===== config.mk =====
export PLATFORM = sky130hd
export DESIGN_NAME = epoch_seconds_to_calendar_date_core
export DESIGN_NICKNAME = d
export VERILOG_FILES = /design/src/rtl/core/ecd_pkg.sv /design/src/rtl/core/ecd_pipe.sv /design/src/rtl/core/epoch_seconds_to_calendar_date_core.sv
export SDC_FILE = /design/constraint.sdc
export NUM_CORES = 1
export LEC_CHECK = 0
export BUFFER_PORTS_ARGS = -buffer_cell sky130_fd_sc_hd__buf_2
export CELL_PAD_IN_SITES_DETAIL_PLACEMENT = 1
export CELL_PAD_IN_SITES_GLOBAL_PLACEMENT = 1
export CORE_MARGIN = 4
export CORE_UTILIZATION = 50
export CTS_CLUSTER_DIAMETER = 60
export CTS_CLUSTER_SIZE = 16
export DETAILED_ROUTE_END_ITERATION = 6
export GPL_ROUTABILITY_DRIVEN = 0
export GPL_TIMING_DRIVEN = 0
export PLACE_DENSITY = 0.89
export SLEW_MARGIN = 15
export SYNTH_ARGS = -nofsm -noshare
export SYNTH_HDL_FRONTEND = slang
export SYNTH_SLANG_ARGS = --single-unit

===== constraint.sdc =====
create_clock -name clk -period 19.3 [get_ports clk]
set_input_delay 0.965 -clock clk [delete_from_list [all_inputs] [get_ports clk]]
set_output_delay 0.965 -clock clk [all_outputs]
set_load 0.03 [all_outputs]

===== src/rtl/core/ecd_pkg.sv =====
// ----------------------------------------------------------------------------
// ecd_pkg - shared types and constants for the epoch-to-date converter
// Holds the arithmetic constants, the result and configuration structs and
// the month start table used by the conversion pipeline and its wrapper.
// ----------------------------------------------------------------------------
`default_nettype none

package ecd_pkg;

    // Register map (word index on the configuration port).
    localparam logic REG_BASE_YEAR = 1'b0;

    localparam logic [11:0] BASE_YEAR_RESET = 12'd1970;

    // Time constants.
    localparam logic [16:0] DAY_SECS   = 17'd86400;
    localparam logic [16:0] HOUR_SECS  = 17'd3600;
    localparam logic [11:0] MIN_SECS   = 12'd60;
    localparam logic [14:0] CYCLE_DAYS = 15'd1461;
    localparam logic [10:0] YEAR_DAYS  = 11'd365;

    // Reciprocals for exact division by constants. Seconds are divided by
    // 86400 as (t >> 7) / 675, by 3600 as (s >> 4) / 225 and by 60 as
    // (s >> 2) / 15. Each factor is the rounded-up power of two over the
    // divisor, sized so the quotient is exact over the whole input range.
    localparam logic [24:0] DAY_RECIP   = 25'd25451659;  // 2^34 / 675
    localparam int          DAY_SHIFT   = 34;
    localparam logic [13:0] HOUR_RECIP  = 14'd9321;      // 2^21 / 225
    localparam int          HOUR_SHIFT  = 21;
    localparam logic [10:0] MIN_RECIP   = 11'd1093;      // 2^14 / 15
    localparam int          MIN_SHIFT   = 14;
    localparam logic [15:0] CYCLE_RECIP = 16'd45934;     // 2^26 / 1461
    localparam int          CYCLE_SHIFT = 26;

    // Values derived from the base year, used by the second and sixth pipeline stages.
    typedef struct packed {
        logic [12:0] ref_year;   // first year after a leap year, past the base
        logic [10:0] offset;     // days from the base year to the reference year
    } date_cfg_t;

    typedef struct packed {
        logic [11:0] year;
        logic [3:0]  month;
        logic [4:0]  day_of_month;
        logic [4:0]  hour;
        logic [5:0]  minute;
        logic [5:0]  second;
        logic        before_reference;
    } result_t;

    // Day of the year on which a month starts, months counted from 0.
    function automatic logic [8:0] month_start(input logic leap, input logic [3:0] idx);
        logic [8:0] base;
        logic [8:0] adj;
        unique case (idx)
            4'd0:    base = 9'd0;
            4'd1:    base = 9'd31;
            4'd2:    base = 9'd59;
            4'd3:    base = 9'd90;
            4'd4:    base = 9'd120;
            4'd5:    base = 9'd151;
            4'd6:    base = 9'd181;
            4'd7:    base = 9'd212;
            4'd8:    base = 9'd243;
            4'd9:    base = 9'd273;
            4'd10:   base = 9'd304;
            4'd11:   base = 9'd334;
            default: base = 9'd0;
        endcase
        adj = (leap && (idx >= 4'd2)) ? 9'd1 : 9'd0;
        return base + adj;
    endfunction

endpackage

`default_nettype wire


===== src/rtl/core/ecd_pipe.sv =====
// ----------------------------------------------------------------------------
// ecd_pipe - seven-stage conversion pipeline
// Splits a seconds count into days and time of day, then into four-year
// cycles, year of cycle, month and day. One word may enter every cycle.
// ----------------------------------------------------------------------------
`default_nettype none

module ecd_pipe
    import ecd_pkg::*;
(
    input  wire logic        clk,
    input  wire logic        rst_n,
    input  wire logic        in_vld,
    input  wire logic [30:0] in_secs,
    input  wire date_cfg_t   cfg,
    output logic             out_vld,
    output result_t          out_res
);

    logic [6:0] vld_reg;

    // Stage 1: days by reciprocal multiply.
    logic [48:0] day_prod;
    logic [14:0] s1_days_next, s1_days_reg;
    logic [30:0] s1_secs_reg;

    // Stage 2: seconds of the day, days past the reference year.
    logic [31:0] day_base;
    logic [16:0] s2_sod_next, s2_sod_reg;
    logic [14:0] s2_dd_next, s2_dd_reg;
    logic        s2_bef_next, s2_bef_reg;

    // Stage 3: hour, four-year cycles.
    logic [26:0] hour_prod;
    logic [31:0] cyc_prod;
    logic [4:0]  s3_hour_next, s3_hour_reg;
    logic [4:0]  s3_cyc_next, s3_cyc_reg;
    logic [16:0] s3_sod_reg;
    logic [14:0] s3_dd_reg;
    logic        s3_bef_reg;

    // Stage 4: seconds of the hour, day of the cycle.
    logic [16:0] hour_base;
    logic [14:0] cyc_base;
    logic [11:0] s4_remh_next, s4_remh_reg;
    logic [10:0] s4_dcyc_next, s4_dcyc_reg;
    logic [4:0]  s4_hour_reg;
    logic [4:0]  s4_cyc_reg;
    logic        s4_bef_reg;

    // Stage 5: minute, year of cycle, day of year.
    logic [20:0] min_prod;
    logic [5:0]  s5_min_next, s5_min_reg;
    logic [1:0]  s5_yic_next, s5_yic_reg;
    logic [10:0] doy_wide;
    logic [8:0]  s5_doy_next, s5_doy_reg;
    logic [11:0] s5_remh_reg;
    logic [4:0]  s5_hour_reg;
    logic [4:0]  s5_cyc_reg;
    logic        s5_bef_reg;

    // Stage 6: second, month search, year.
    logic [11:0] min_base;
    logic [5:0]  s6_sec_next, s6_sec_reg;
    logic [3:0]  s6_mon_next, s6_mon_reg;
    logic [11:0] s6_year_next, s6_year_reg;
    logic        s6_leap_next, s6_leap_reg;
    logic [8:0]  s6_doy_reg;
    logic [5:0]  s6_min_reg;
    logic [4:0]  s6_hour_reg;
    logic        s6_bef_reg;

    // Stage 7: day of month and final result.
    logic [8:0]  day_of_year;
    result_t     s7_res_next, s7_res_reg;

    always_comb
    begin
        day_prod     = 49'(in_secs[30:7]) * 49'(DAY_RECIP);
        s1_days_next = day_prod[48:DAY_SHIFT];
    end

    always_comb
    begin
        day_base    = 32'(s1_days_reg) * 32'(DAY_SECS);
        s2_sod_next = 17'(32'(s1_secs_reg) - day_base);
        s2_bef_next = s1_days_reg < 15'(cfg.offset);
        s2_dd_next  = s1_days_reg - 15'(cfg.offset);
    end

    always_comb
    begin
        hour_prod    = 27'(s2_sod_reg[16:4]) * 27'(HOUR_RECIP);
        s3_hour_next = hour_prod[HOUR_SHIFT+4:HOUR_SHIFT];
        cyc_prod     = 32'(s2_dd_reg) * 32'(CYCLE_RECIP);
        s3_cyc_next  = cyc_prod[CYCLE_SHIFT+4:CYCLE_SHIFT];
    end

    always_comb
    begin
        hour_base    = 17'(s3_hour_reg) * HOUR_SECS;
        s4_remh_next = 12'(s3_sod_reg - hour_base);
        cyc_base     = 15'(s3_cyc_reg) * CYCLE_DAYS;
        s4_dcyc_next = 11'(s3_dd_reg - cyc_base);
    end

    always_comb
    begin
        min_prod    = 21'(s4_remh_reg[11:2]) * 21'(MIN_RECIP);
        s5_min_next = min_prod[MIN_SHIFT+5:MIN_SHIFT];
        // The last day of a cycle stays in the fourth year.
        priority if (s4_dcyc_reg >= 11'd1095)
            s5_yic_next = 2'd3;
        else if (s4_dcyc_reg >= 11'd730)
            s5_yic_next = 2'd2;
        else if (s4_dcyc_reg >= YEAR_DAYS)
            s5_yic_next = 2'd1;
        else
            s5_yic_next = 2'd0;
        doy_wide    = s4_dcyc_reg - 11'(s5_yic_next) * YEAR_DAYS;
        s5_doy_next = doy_wide[8:0];
    end

    always_comb
    begin
        min_base     = 12'(s5_min_reg) * MIN_SECS;
        s6_sec_next  = 6'(s5_remh_reg - min_base);
        s6_leap_next = s5_yic_reg == 2'd3;
        // Month index is the number of later month starts already reached.
        s6_mon_next  = 4'd0;
        for (int m = 1; m < 12; m++)
        begin
            if (s5_doy_reg >= month_start(s6_leap_next, 4'(m)))
                s6_mon_next = s6_mon_next + 4'd1;
        end
        s6_year_next = 12'(cfg.ref_year + {6'd0, s5_cyc_reg, 2'b00} + 13'(s5_yic_reg));
    end

    always_comb
    begin
        day_of_year = s6_doy_reg - month_start(s6_leap_reg, s6_mon_reg);
        if (s6_bef_reg)
        begin
            s7_res_next = '0;
            s7_res_next.before_reference = 1'b1;
        end
        else
        begin
            s7_res_next.year             = s6_year_reg;
            s7_res_next.month            = s6_mon_reg + 4'd1;
            s7_res_next.day_of_month     = 5'(day_of_year + 9'd1);
            s7_res_next.hour             = s6_hour_reg;
            s7_res_next.minute           = s6_min_reg;
            s7_res_next.second           = s6_sec_reg;
            s7_res_next.before_reference = 1'b0;
        end
    end

    always_ff @(posedge clk or negedge rst_n)
    begin
        if (!rst_n)
            vld_reg <= '0;
        else
            vld_reg <= {vld_reg[5:0], in_vld};
    end

    always_ff @(posedge clk)
    begin
        s1_days_reg <= s1_days_next;
        s1_secs_reg <= in_secs;

        s2_sod_reg  <= s2_sod_next;
        s2_dd_reg   <= s2_dd_next;
        s2_bef_reg  <= s2_bef_next;

        s3_hour_reg <= s3_hour_next;
        s3_cyc_reg  <= s3_cyc_next;
        s3_sod_reg  <= s2_sod_reg;
        s3_dd_reg   <= s2_dd_reg;
        s3_bef_reg  <= s2_bef_reg;

        s4_remh_reg <= s4_remh_next;
        s4_dcyc_reg <= s4_dcyc_next;
        s4_hour_reg <= s3_hour_reg;
        s4_cyc_reg  <= s3_cyc_reg;
        s4_bef_reg  <= s3_bef_reg;

        s5_min_reg  <= s5_min_next;
        s5_yic_reg  <= s5_yic_next;
        s5_doy_reg  <= s5_doy_next;
        s5_remh_reg <= s4_remh_reg;
        s5_hour_reg <= s4_hour_reg;
        s5_cyc_reg  <= s4_cyc_reg;
        s5_bef_reg  <= s4_bef_reg;

        s6_sec_reg  <= s6_sec_next;
        s6_mon_reg  <= s6_mon_next;
        s6_year_reg <= s6_year_next;
        s6_leap_reg <= s6_leap_next;
        s6_doy_reg  <= s5_doy_reg;
        s6_min_reg  <= s5_min_reg;
        s6_hour_reg <= s5_hour_reg;
        s6_bef_reg  <= s5_bef_reg;

        s7_res_reg  <= s7_res_next;
    end

    assign out_vld = vld_reg[6];
    assign out_res = s7_res_reg;

endmodule

`default_nettype wire


===== src/rtl/core/epoch_seconds_to_calendar_date_core.sv =====
// ----------------------------------------------------------------------------
// epoch_seconds_to_calendar_date_core - seconds count to calendar date/time
// Converts whole seconds since 1 January of a programmable base year into
// year, month, day, hour, minute and second, one word per clock cycle.
// ----------------------------------------------------------------------------
// The core accepts a new word on every clock cycle: busy is held low, so a
// word is taken whenever start is high. Each result appears on the result
// ports for one cycle with done high; results leave in the order the words
// came in. The seven register stages of the conversion pipeline lie between
// a word and its result; there is no stall path, and the receiver must take
// every result in the cycle it is shown. The base year lives in one register
// at address 0 of the APB port and should only be changed while no word is
// in flight. Leap years follow the plain every-fourth-year rule. Days are
// counted from a reference year, the first year after a leap year that
// lies past the base year; a count that falls before that year raises
// before_reference and returns all other fields as zero.
// ----------------------------------------------------------------------------
`default_nettype none

module epoch_seconds_to_calendar_date_core
    import ecd_pkg::*;
(
    input  wire logic        clk,
    input  wire logic        rst_n,

    // Configuration port.
    input  wire logic        psel,
    input  wire logic        penable,
    input  wire logic        pwrite,
    input  wire logic [2:0]  paddr,
    input  wire logic [31:0] pwdata,
    output logic      [31:0] prdata,
    output logic             pready,

    // Command side.
    input  wire logic        start,
    output logic             busy,
    input  wire logic [30:0] seconds_since_base,

    // Result side.
    output logic             done,
    output logic [11:0]      year,
    output logic [3:0]       month,
    output logic [4:0]       day_of_month,
    output logic [4:0]       hour,
    output logic [5:0]       minute,
    output logic [5:0]       second,
    output logic             before_reference
);

    logic [11:0] base_year_reg, base_year_next;
    logic        cfg_wr;
    logic [12:0] ref_year;
    logic [2:0]  ref_gap;
    date_cfg_t   date_cfg;
    logic        accept;
    result_t     res;

    assign pready = 1'b1;
    assign busy   = 1'b0;
    assign accept = start && !busy;

    // A register write completes in the access phase. Only the word index
    // of the address is decoded.
    assign cfg_wr = psel && penable && pwrite && pready;

    always_comb
    begin
        base_year_next = base_year_reg;
        if (cfg_wr && paddr[2] == REG_BASE_YEAR)
            base_year_next = pwdata[11:0];
    end

    always_ff @(posedge clk or negedge rst_n)
    begin
        if (!rst_n)
            base_year_reg <= BASE_YEAR_RESET;
        else
            base_year_reg <= base_year_next;
    end

    always_comb
    begin
        if (paddr[2] == REG_BASE_YEAR)
            prdata = {20'd0, base_year_reg};
        else
            prdata = '0;
    end

    // The reference year is the next multiple of four at or above the base
    // year, plus one. Exactly one leap day lies between the two, so the day
    // offset is 365 times the year gap plus one.
    always_comb
    begin
        ref_year          = ((13'(base_year_reg) + 13'd3) & ~13'd3) + 13'd1;
        ref_gap           = 3'(ref_year - 13'(base_year_reg));
        date_cfg.ref_year = ref_year;
        date_cfg.offset   = 11'(ref_gap) * YEAR_DAYS + 11'd1;
    end

    ecd_pipe u_pipe
    (
        .clk     (clk),
        .rst_n   (rst_n),
        .in_vld  (accept),
        .in_secs (seconds_since_base),
        .cfg     (date_cfg),
        .out_vld (done),
        .out_res (res)
    );

    assign year             = res.year;
    assign month            = res.month;
    assign day_of_month     = res.day_of_month;
    assign hour             = res.hour;
    assign minute           = res.minute;
    assign second           = res.second;
    assign before_reference = res.before_reference;

    // Every accepted word produces its result after the pipeline latency.
    a_latency: assert property (@(posedge clk) disable iff (!rst_n)
        accept |-> ##7 done)
        else $error("result missing seven cycles after an accepted word");

    // A count before the reference year returns only the flag.
    a_before_zero: assert property (@(posedge clk) disable iff (!rst_n)
        (done && before_reference) |->
            (year == 12'd0 && month == 4'd0 && day_of_month == 5'd0 &&
             hour == 5'd0 && minute == 6'd0 && second == 6'd0))
        else $error("fields not cleared for a time before the reference year");

    // A converted date always lands on a real month and day.
    a_date_range: assert property (@(posedge clk) disable iff (!rst_n)
        (done && !before_reference) |->
            (month >= 4'd1 && month <= 4'd12 && day_of_month >= 5'd1))
        else $error("month or day out of range");

    // The time-of-day split stays within its bounds.
    a_time_range: assert property (@(posedge clk) disable iff (!rst_n)
        done |-> (hour <= 5'd23 && minute <= 6'd59 && second <= 6'd59))
        else $error("hour, minute or second out of range");

endmodule

`default_nettype wire


Word level (Yosys, flattened, before mapping)
Memories as Yosys holds them, arrays and structs flattened. A register that Yosys moved wholly into a read port is not among the register bits.
Index checks and enable logic that the tools add are counted.
- multipliers: 10
- order comparisons: 16
- add/sub/neg operators: 36
- bitwise gates (word level): 1
- reduce and logical (&&, ||, !) cells: 4
- muxes and demuxes: 18
- equal/unequal tests: 1
- operators by type and width (kind ; number):
    $ge 9x9->1 ; 10
    $mul 24x25->49 const B ; 1
    $add 4x1->4 const B ; 10
    $mux 4 ; 10
    $add 8x9->9 const A ; 4
    $mul 15x15->30 const B ; 1
    $add 9x9->9 const A ; 3
    $mul 13x14->26 const B ; 1
    $mul 10x11->20 const B ; 1
    $add 7x9->9 const A ; 2
    $sub 17x17->17 ; 1
    $lt 15x11->1 ; 1
    $mul 15x10->10 const B ; 1
    $sub 15x11->15 ; 1
    $add 12x1->12 const B ; 1
    $add 12x2->12 ; 1
    $add 12x2->12 const B ; 1
    $add 12x7->12 ; 1
    $mux 12 ; 1
    $sub 12x12->12 ; 1
    $add 11x1->11 const B ; 1
    $ge 11x10->1 const B ; 1
    $ge 11x11->1 const B ; 1
    $ge 11x9->1 const B ; 1
    other kinds (21) ; 29
- ROM bits: 144
- register bits after elaboration: 265
- memories kept: 1
- output and inout bits: 74
- input port bits: 72
- logic and storage cells: 126
- memories (memory ; words ; width ; read ports ; clocked after memory_dff ; write ports ; line ; RTL):
    (name not given) ; 16 ; 9 ; 1 ; 1 ; 0 ; ecd_pkg.sv:55 ; unique case (idx)

Logic depth before layout (Yosys ltp)
Gate-level depths: netlist of the first run.
- depth in word-level cells: 23
- gate-level depth with buffers: 36
- mapped depth without buffers: 36

Cells and area by module
A second synthesis of the first run with hierarchy kept.
- cell total of the unflattened synthesis: 2748
- area total of the unflattened synthesis: 28524.9 µm²
- modules (own cells, without submodules) (module ; instances ; seq. area each (µm²) ; area an instance (µm²) ; cells each):
    ecd_pipe ; 1 ; 5200.0 ; 27323.7 ; 2620
    epoch_seconds_to_calendar_date_core ; 1 ; 309.0 ; 1201.2 ; 128

Worst setup path before layout of the first run
Ideal clock, no wire load.
- path type: input to register
- start point: in seconds_since_base[16]
- end point: reg u_pipe.s1_days_reg[14]
- arrival: 6.448 ns
- slack: 12.730 ns
- cell stages on the path: 24
- data required time: 19.178 ns
- path buffers: 0
- setup time: 0.122 ns
- cell sequence: ha_1 -> ha_1 -> inv_1 -> fa_1 -> inv_1 -> fa_1 -> inv_1 -> fa_1 -> inv_1 -> fa_1 -> inv_1 -> fa_1 -> inv_1 -> ha_1 -> inv_1 -> o21bai_1 -> nor2_1 -> a2111oi_0 -> nor3_1 -> o21ai_0 -> nand4_1 -> a21oi_1 -> nor4_1 -> a311o_1
- cells in the longest elaborated chain, start to end: 1
- ends and longest elaborated chain (element ; line ; RTL):
    start: declaration ; epoch_seconds_to_calendar_date_core.sv:38 ; input wire logic [30:0] seconds_since_base,
    $mul 24x25->49 ; ecd_pipe.sv:79 ; day_prod = 49'(in_secs[30:7]) * 49'(DAY_RECIP);
    named net u_pipe.day_prod[48] ; ecd_pipe.sv:23 ; logic [48:0] day_prod;
    end signal: assignment ; ecd_pipe.sv:169 ; s1_days_reg <= s1_days_next;
    end: declaration ; ecd_pipe.sv:24 ; logic [14:0] s1_days_next, s1_days_reg;
The timed path passes the listed nets, and every way through them passes these cells.
A chain may end at the register's enable or synchronous reset.

Worst setup path in the final report of the first run
- start point: in seconds_since_base[14]
- end point: reg u_pipe.s1_days_reg[14]
Same word-level chain as after synthesis.

==> out/metrics.yaml, run 1 <==
yosys:
  synth_edf_count: 0
  ys_ff_latch: 270
  ys.flop_type: "dfxtp_1"
  avgSynthCellArea_um2: 10.4
  synthArstFlopShare: 0.0704
  yosysWarnings: 0
  synth_top_area_frac: 0.293
  ys_seq_area_frac: 0.196
  synthTopCellsByArea: "ha_1 29%, fa_1 23%, dfxtp_1 18%"
  netlist_instances: 2699
  synth_cell_types: 81
  yosysTopAreaCell: "ha_1"
  synth_area_um2: 28100
clocking:
  holdBufCountCts: 0
  cts_made_buffers: 23
  cts.sinks: 270
  clk_latency_ps: 530
  cts_tree: "done"
  clock-root-buffer: "clkbuf_16"
  cts_setup_buffers: 0
  clk_pin_slew_ps: 70
  cts.path.max_buffers: 3
  h-tree-depth: 1
  cts_resized: 0
worst_setup_path:
  critPathKind: "in -> reg"
  cpPeakStageDelay_ps: 910
  start_kind: "primary input"
  worst-path-buf-inv: 10
  worstPathRequired_ps: 19690
  arrival_ps: 8110
  path_common_cell: "inv_1"
  end_kind: "flip-flop"
  r2r_setup_slack_ps: 11640
  slowest_stage: "a2111oi_1"
  cp_top_family: "adder cells"
  crit_fanout: 9
sta:
  worstMarginPinSlew_ps: 994
  tns_ps: 0
  fin_skew_ps: 18.9
  fin_hold_ws_ps: 325
  hold_violations: 0
  rsz0062_at_grt: "false"
  fmax_ghz: 0.130
  setup_viol: 0
  relSlewSlack: 0.336
  period_share: 0.400
  period_needed_ps: 7710
  drv_slew: 0
layout:
  nets: 3896
  largest_register_ffs: 39
  layout-drive-gt1-share: 0.0749
  final_cell_count_no_fill: 3605
  syn_to_final_growth_pct: 7.89
  antennaDiodeCount: 0
drt:
  drtAntennaViolNets: 0
  wl_um: 74200
  drt_iter0_markers: 592
  via_per_inst: 5.32
  wire_per_inst_um: 20.6
  vias: 19200
  drcViolationCount: 0
  drt_pass1_iterations: 5
status:
  outcome: "finished clean"
placed_design:
  dp.cells: 3568
  io_buffers: 101
  dp_hpwl_um: 64000
hold_path:
  hold_path_class: "reg -> reg"
die:
  fp.dieW_um: 245
  num_io_pins: 146
  initial_core_util: 0.507
  die_y_um: 245
  dieArea_um2: 60000
  core_area_um2: 55300
  rows: 86
global_route:
  first_global_vias: 23400
  grt_overflow: 0
  grt_pass1_wl_um: 121000
  grt_max_degree: 20
  antenna_found_initial: 0
  track_usage: 0.252
job:
  max_cap_violations: 0
-- cells in the mapped netlist (7+ instances only) --
library cell / count
dfxtp_1: 251
xor2_1: 42
nor2_1: 66
dfrtp_1: 12
o21a_1: 11
fa_1: 323
a211oi_1: 12
a21o_1: 34
nand4_1: 12
mux2_2: 15
a31oi_1: 7
o21bai_1: 15
buf_4: 22
xnor2_1: 114
nor2b_1: 60
inv_1: 674
a21boi_0: 8
ha_1: 656
a21oi_1: 79
nand3_1: 8
nand2_1: 56
nand2b_1: 14
nor3_1: 16
o21ai_0: 62
dfstp_2: 7
buf_2: 7
-- layer usage --
layer | routed length [um] | global-route usage
met2 | 41300 | 0.504
met5 | 0 | 0
met3 | 2390 | 0.0293
met1 | 26700 | 0.260
met4 | 3800 | 0.118
-- metrics by stage --
step                instance area, um^2  setup slack (ps)   util
finish                            30300             11590  0.547
global route                      30300             11050  0.547
CTS                               30300             11390  0.547
detailed placement                29600             10860  0.535
global placement                  29600             11140  0.535
floorplan                         28100             12730      -
-- cell families (layout without fill, tap and decap cells) --
logic type,after synthesis,count (layout),share of synthesized area
AO/OA/AOI/OAI,277,277,0.0650
buffers and inverters,711,849,0.0984
flip-flops,270,270,0.196
multiplexers,23,23,0.00941
XOR/XNOR,167,167,0.0566
adder cells (fa/ha/maj),981,981,0.524
other,2,22,0.000268
AND/OR/NAND/NOR,268,268,0.0501
-- final timing paths --
path	cells past startpoint	from	endpoint
worst max-delay path	27	seconds_since_base[14]	u_pipe.s1_days_reg[14]$_DFF_P_
worst min-delay path	0	u_pipe.s1_secs_reg[2]$_DFF_P_	u_pipe.s2_sod_reg[2]$_DFF_P_
worst max register to register	33	u_pipe.s5_yic_reg[0]$_DFF_P_	flip-flop
worst min register to register	0	u_pipe.s1_secs_reg[2]$_DFF_P_	u_pipe.s2_sod_reg[2]$_DFF_P_
max in group asynchronous	1	rst_n	u_pipe.vld_reg[5]$_DFF_PN0_
min in group asynchronous	1	rst_n	base_year_reg[0]$_DFFE_PN0P_
-- layout make-up --
class / instances / area (um^2)
flip-flops and latches: 270 / 5510
inverters: 674 / 2530
clock inverters: 9 / 90.1
repair buffers: 101 / 505
clock buffers: 28 / 604
well taps: 748 / 936
fillers: 6172 / 25000
multi-input cells: 1738 / 19900
plain buffers: 37 / 230
-- placed cells by master (no fill, tap or decap), drive strengths merged, types with 8 or more instances in the layout --
cell type	n
mux2	18
a211oi	12
xnor2	120
nand2b	14
a21o	35
nand3	8
nor2	67
dfrtp	12
nand2	56
o21ai	64
nand4	14
a21boi	8
buf	132
clkbuf	34
conb	22
o21bai	15
o21a	11
ha	656
xor2	46
fa	323
nor3	16
inv	676
dfxtp	251
nor2b	60
a21oi	79
o211ai	8
Power of run 1 is not shown: default switching activity piles up to over one toggle a cycle in this logic, so the estimate is an artifact.
==> run 2, diff against run 1 <==
CORE_UTILIZATION = 46   (was 50)
PLACE_DENSITY = 0.87   (was 0.89)
clock period = 6.58 ns   (was 19.3 ns; I/O delays follow)
==> run 2 against run 1 <==
The flow now finishes with violations (setup timing). Sequential share of layout area fell by 0.39 points. Global-route usage down 3.0 points. Worst setup slack got worse by 12000 ps. Register-to-register slack worse by 12000 ps. Cell area is 2.3% higher. Critical path type is now reg -> reg. Non-clock buffer count grew 31. Largest cell class unchanged.
==> out/metrics.yaml, run 2 (synthesized netlist as in run 1, its figures left out) <==
die:
  fp.dieW_um: 255
  die_y_um: 255
  num_io_pins: 146
  initial_core_util: 0.465
  dieArea_um2: 65000
  core_area_um2: 60400
  rows: 90
drt:
  drtAntennaViolNets: 0
  drcViolationCount: 0
  vias: 19000
  wl_um: 72000
  wire_per_inst_um: 19.6
  drt_pass1_iterations: 7
  drt_iter0_markers: 591
  via_per_inst: 5.18
worst_setup_path:
  critPathKind: "reg -> reg"
  crit_fanout: 5
  start_kind: "flip-flop"
  slowest_stage: "dfxtp_4"
  worstPathRequired_ps: 6980
  end_kind: "flip-flop"
  cpPeakStageDelay_ps: 370
  arrival_ps: 7050
  path_common_cell: "ha_4"
  r2r_setup_slack_ps: -70
clocking:
  cts_tree: "done"
  clk_pin_slew_ps: 70
  cts_made_buffers: 25
  clock-root-buffer: "clkbuf_16"
  h-tree-depth: 1
  clk_latency_ps: 550
  cts.path.max_buffers: 3
  cts.sinks: 270
layout:
  antennaDiodeCount: 0
  nets: 3929
  final_cell_count_no_fill: 3676
  syn_to_final_growth_pct: 10.4
  final_cell_mix: "670 x inv_1, 644 x ha_1, 323 x fa_1"
  layout-drive-gt1-share: 0.0964
  largest_register_ffs: 39
  layout_commonest_cell: "inv_1"
job:
  max_cap_violations: 0
global_route:
  grt_pass1_wl_um: 116000
  antenna_found_initial: 1
  grt_overflow: 0
  grt_max_degree: 20
  track_usage: 0.222
  first_global_vias: 22900
sta:
  setup_viol: 2
  period_needed_ps: 6650
  hold_violations: 0
  setup_ws_ps: -67.8
  fmax_ghz: 0.150
  worstMarginPinSlew_ps: 1220
  rsz0062_at_grt: "true"
  drv_slew: 0
  period_share: 1.01
  fin_skew_ps: 17.7
  relSlewSlack: 0.178
  fin_hold_ws_ps: 29.9
hold_path:
  hold_path_class: "in -> reg"
placed_design:
  dp_hpwl_um: 59900
  dp.cells: 3602
  io_buffers: 101
status:
  failed_checks: "setup timing"
  outcome: "finished with violations"
==> run 2: stage by stage <==
step                 util  worst slack (ps)  cell area [um^2]  TNS, ps
finish              0.513             -67.8             31000    -74.9
detailed placement  0.491              -983             29600   -12500
floorplan               -               127             28100        0
CTS                 0.508             -3.02             30700    -3.02
global placement    0.491              -980             29600    -8760
global route        0.513              -324             31000    -1240
==> run 2: worst paths after layout <==
check / start / endpoint / cells past startpoint
min in group asynchronous: rst_n / base_year_reg[11]$_DFFE_PN0P_ / 2
worst max-delay path: u_pipe.s5_yic_reg[0]$_DFF_P_ / flip-flop / 33
worst max register to register: u_pipe.s5_yic_reg[0]$_DFF_P_ / flip-flop / 33
max in group asynchronous: rst_n / u_pipe.vld_reg[3]$_DFF_PN0_ / 2
worst min register to register: u_pipe.s1_secs_reg[1]$_DFF_P_ / u_pipe.s2_sod_reg[1]$_DFF_P_ / 0
worst min-delay path: pwdata[11] / base_year_reg[11]$_DFFE_PN0P_ / 2
==> run 2: area by class of cell <==
class | count | area (um^2)
Buffer | 37 | 230
Clock buffer | 33 | 697
Clock inverter | 10 | 104
Fill cell | 6674 | 29400
Inverter | 674 | 2530
Multi-Input combinational cell | 1738 | 20100
Sequential cell | 270 | 5520
Tap cell | 782 | 978
Timing Repair Buffer | 132 | 778
==> run 2: critical path, delay by kind of cell, from the launching register on <==
kind / cells / cell delay (ps)
DFF: 1 / 370
xor gates and xnor gates: 4 / 600
AOI/OAI and AO/OA: 10 / 1870
muxes: 4 / 930
and+or+nand+nor: 4 / 530
adders and majority gates: 8 / 1890
buffers and inverters: 3 / 290
==> run 2: metal layers <==
layer / GRT usage / vias to the layer above / routed length, um
li1: - / 8876 / -
met1: 0.235 / 9574 / 26800
met2: 0.443 / 391 / 39600
met3: 0.0267 / 194 / 2400
met4: 0.0917 / 2 / 3150
met5: 0 / - / 13
==> run 2: repair_timing <==
item	in CTS	in global routing
pin swaps	8	25
gates resized for setup	29	38
buffers inserted	6	15
cloned	0	0
setup endpoints to repair	14	11
hold buffers	10	0
hold endpoints to repair	21	0
Power of run 2 is left out for the same reason.
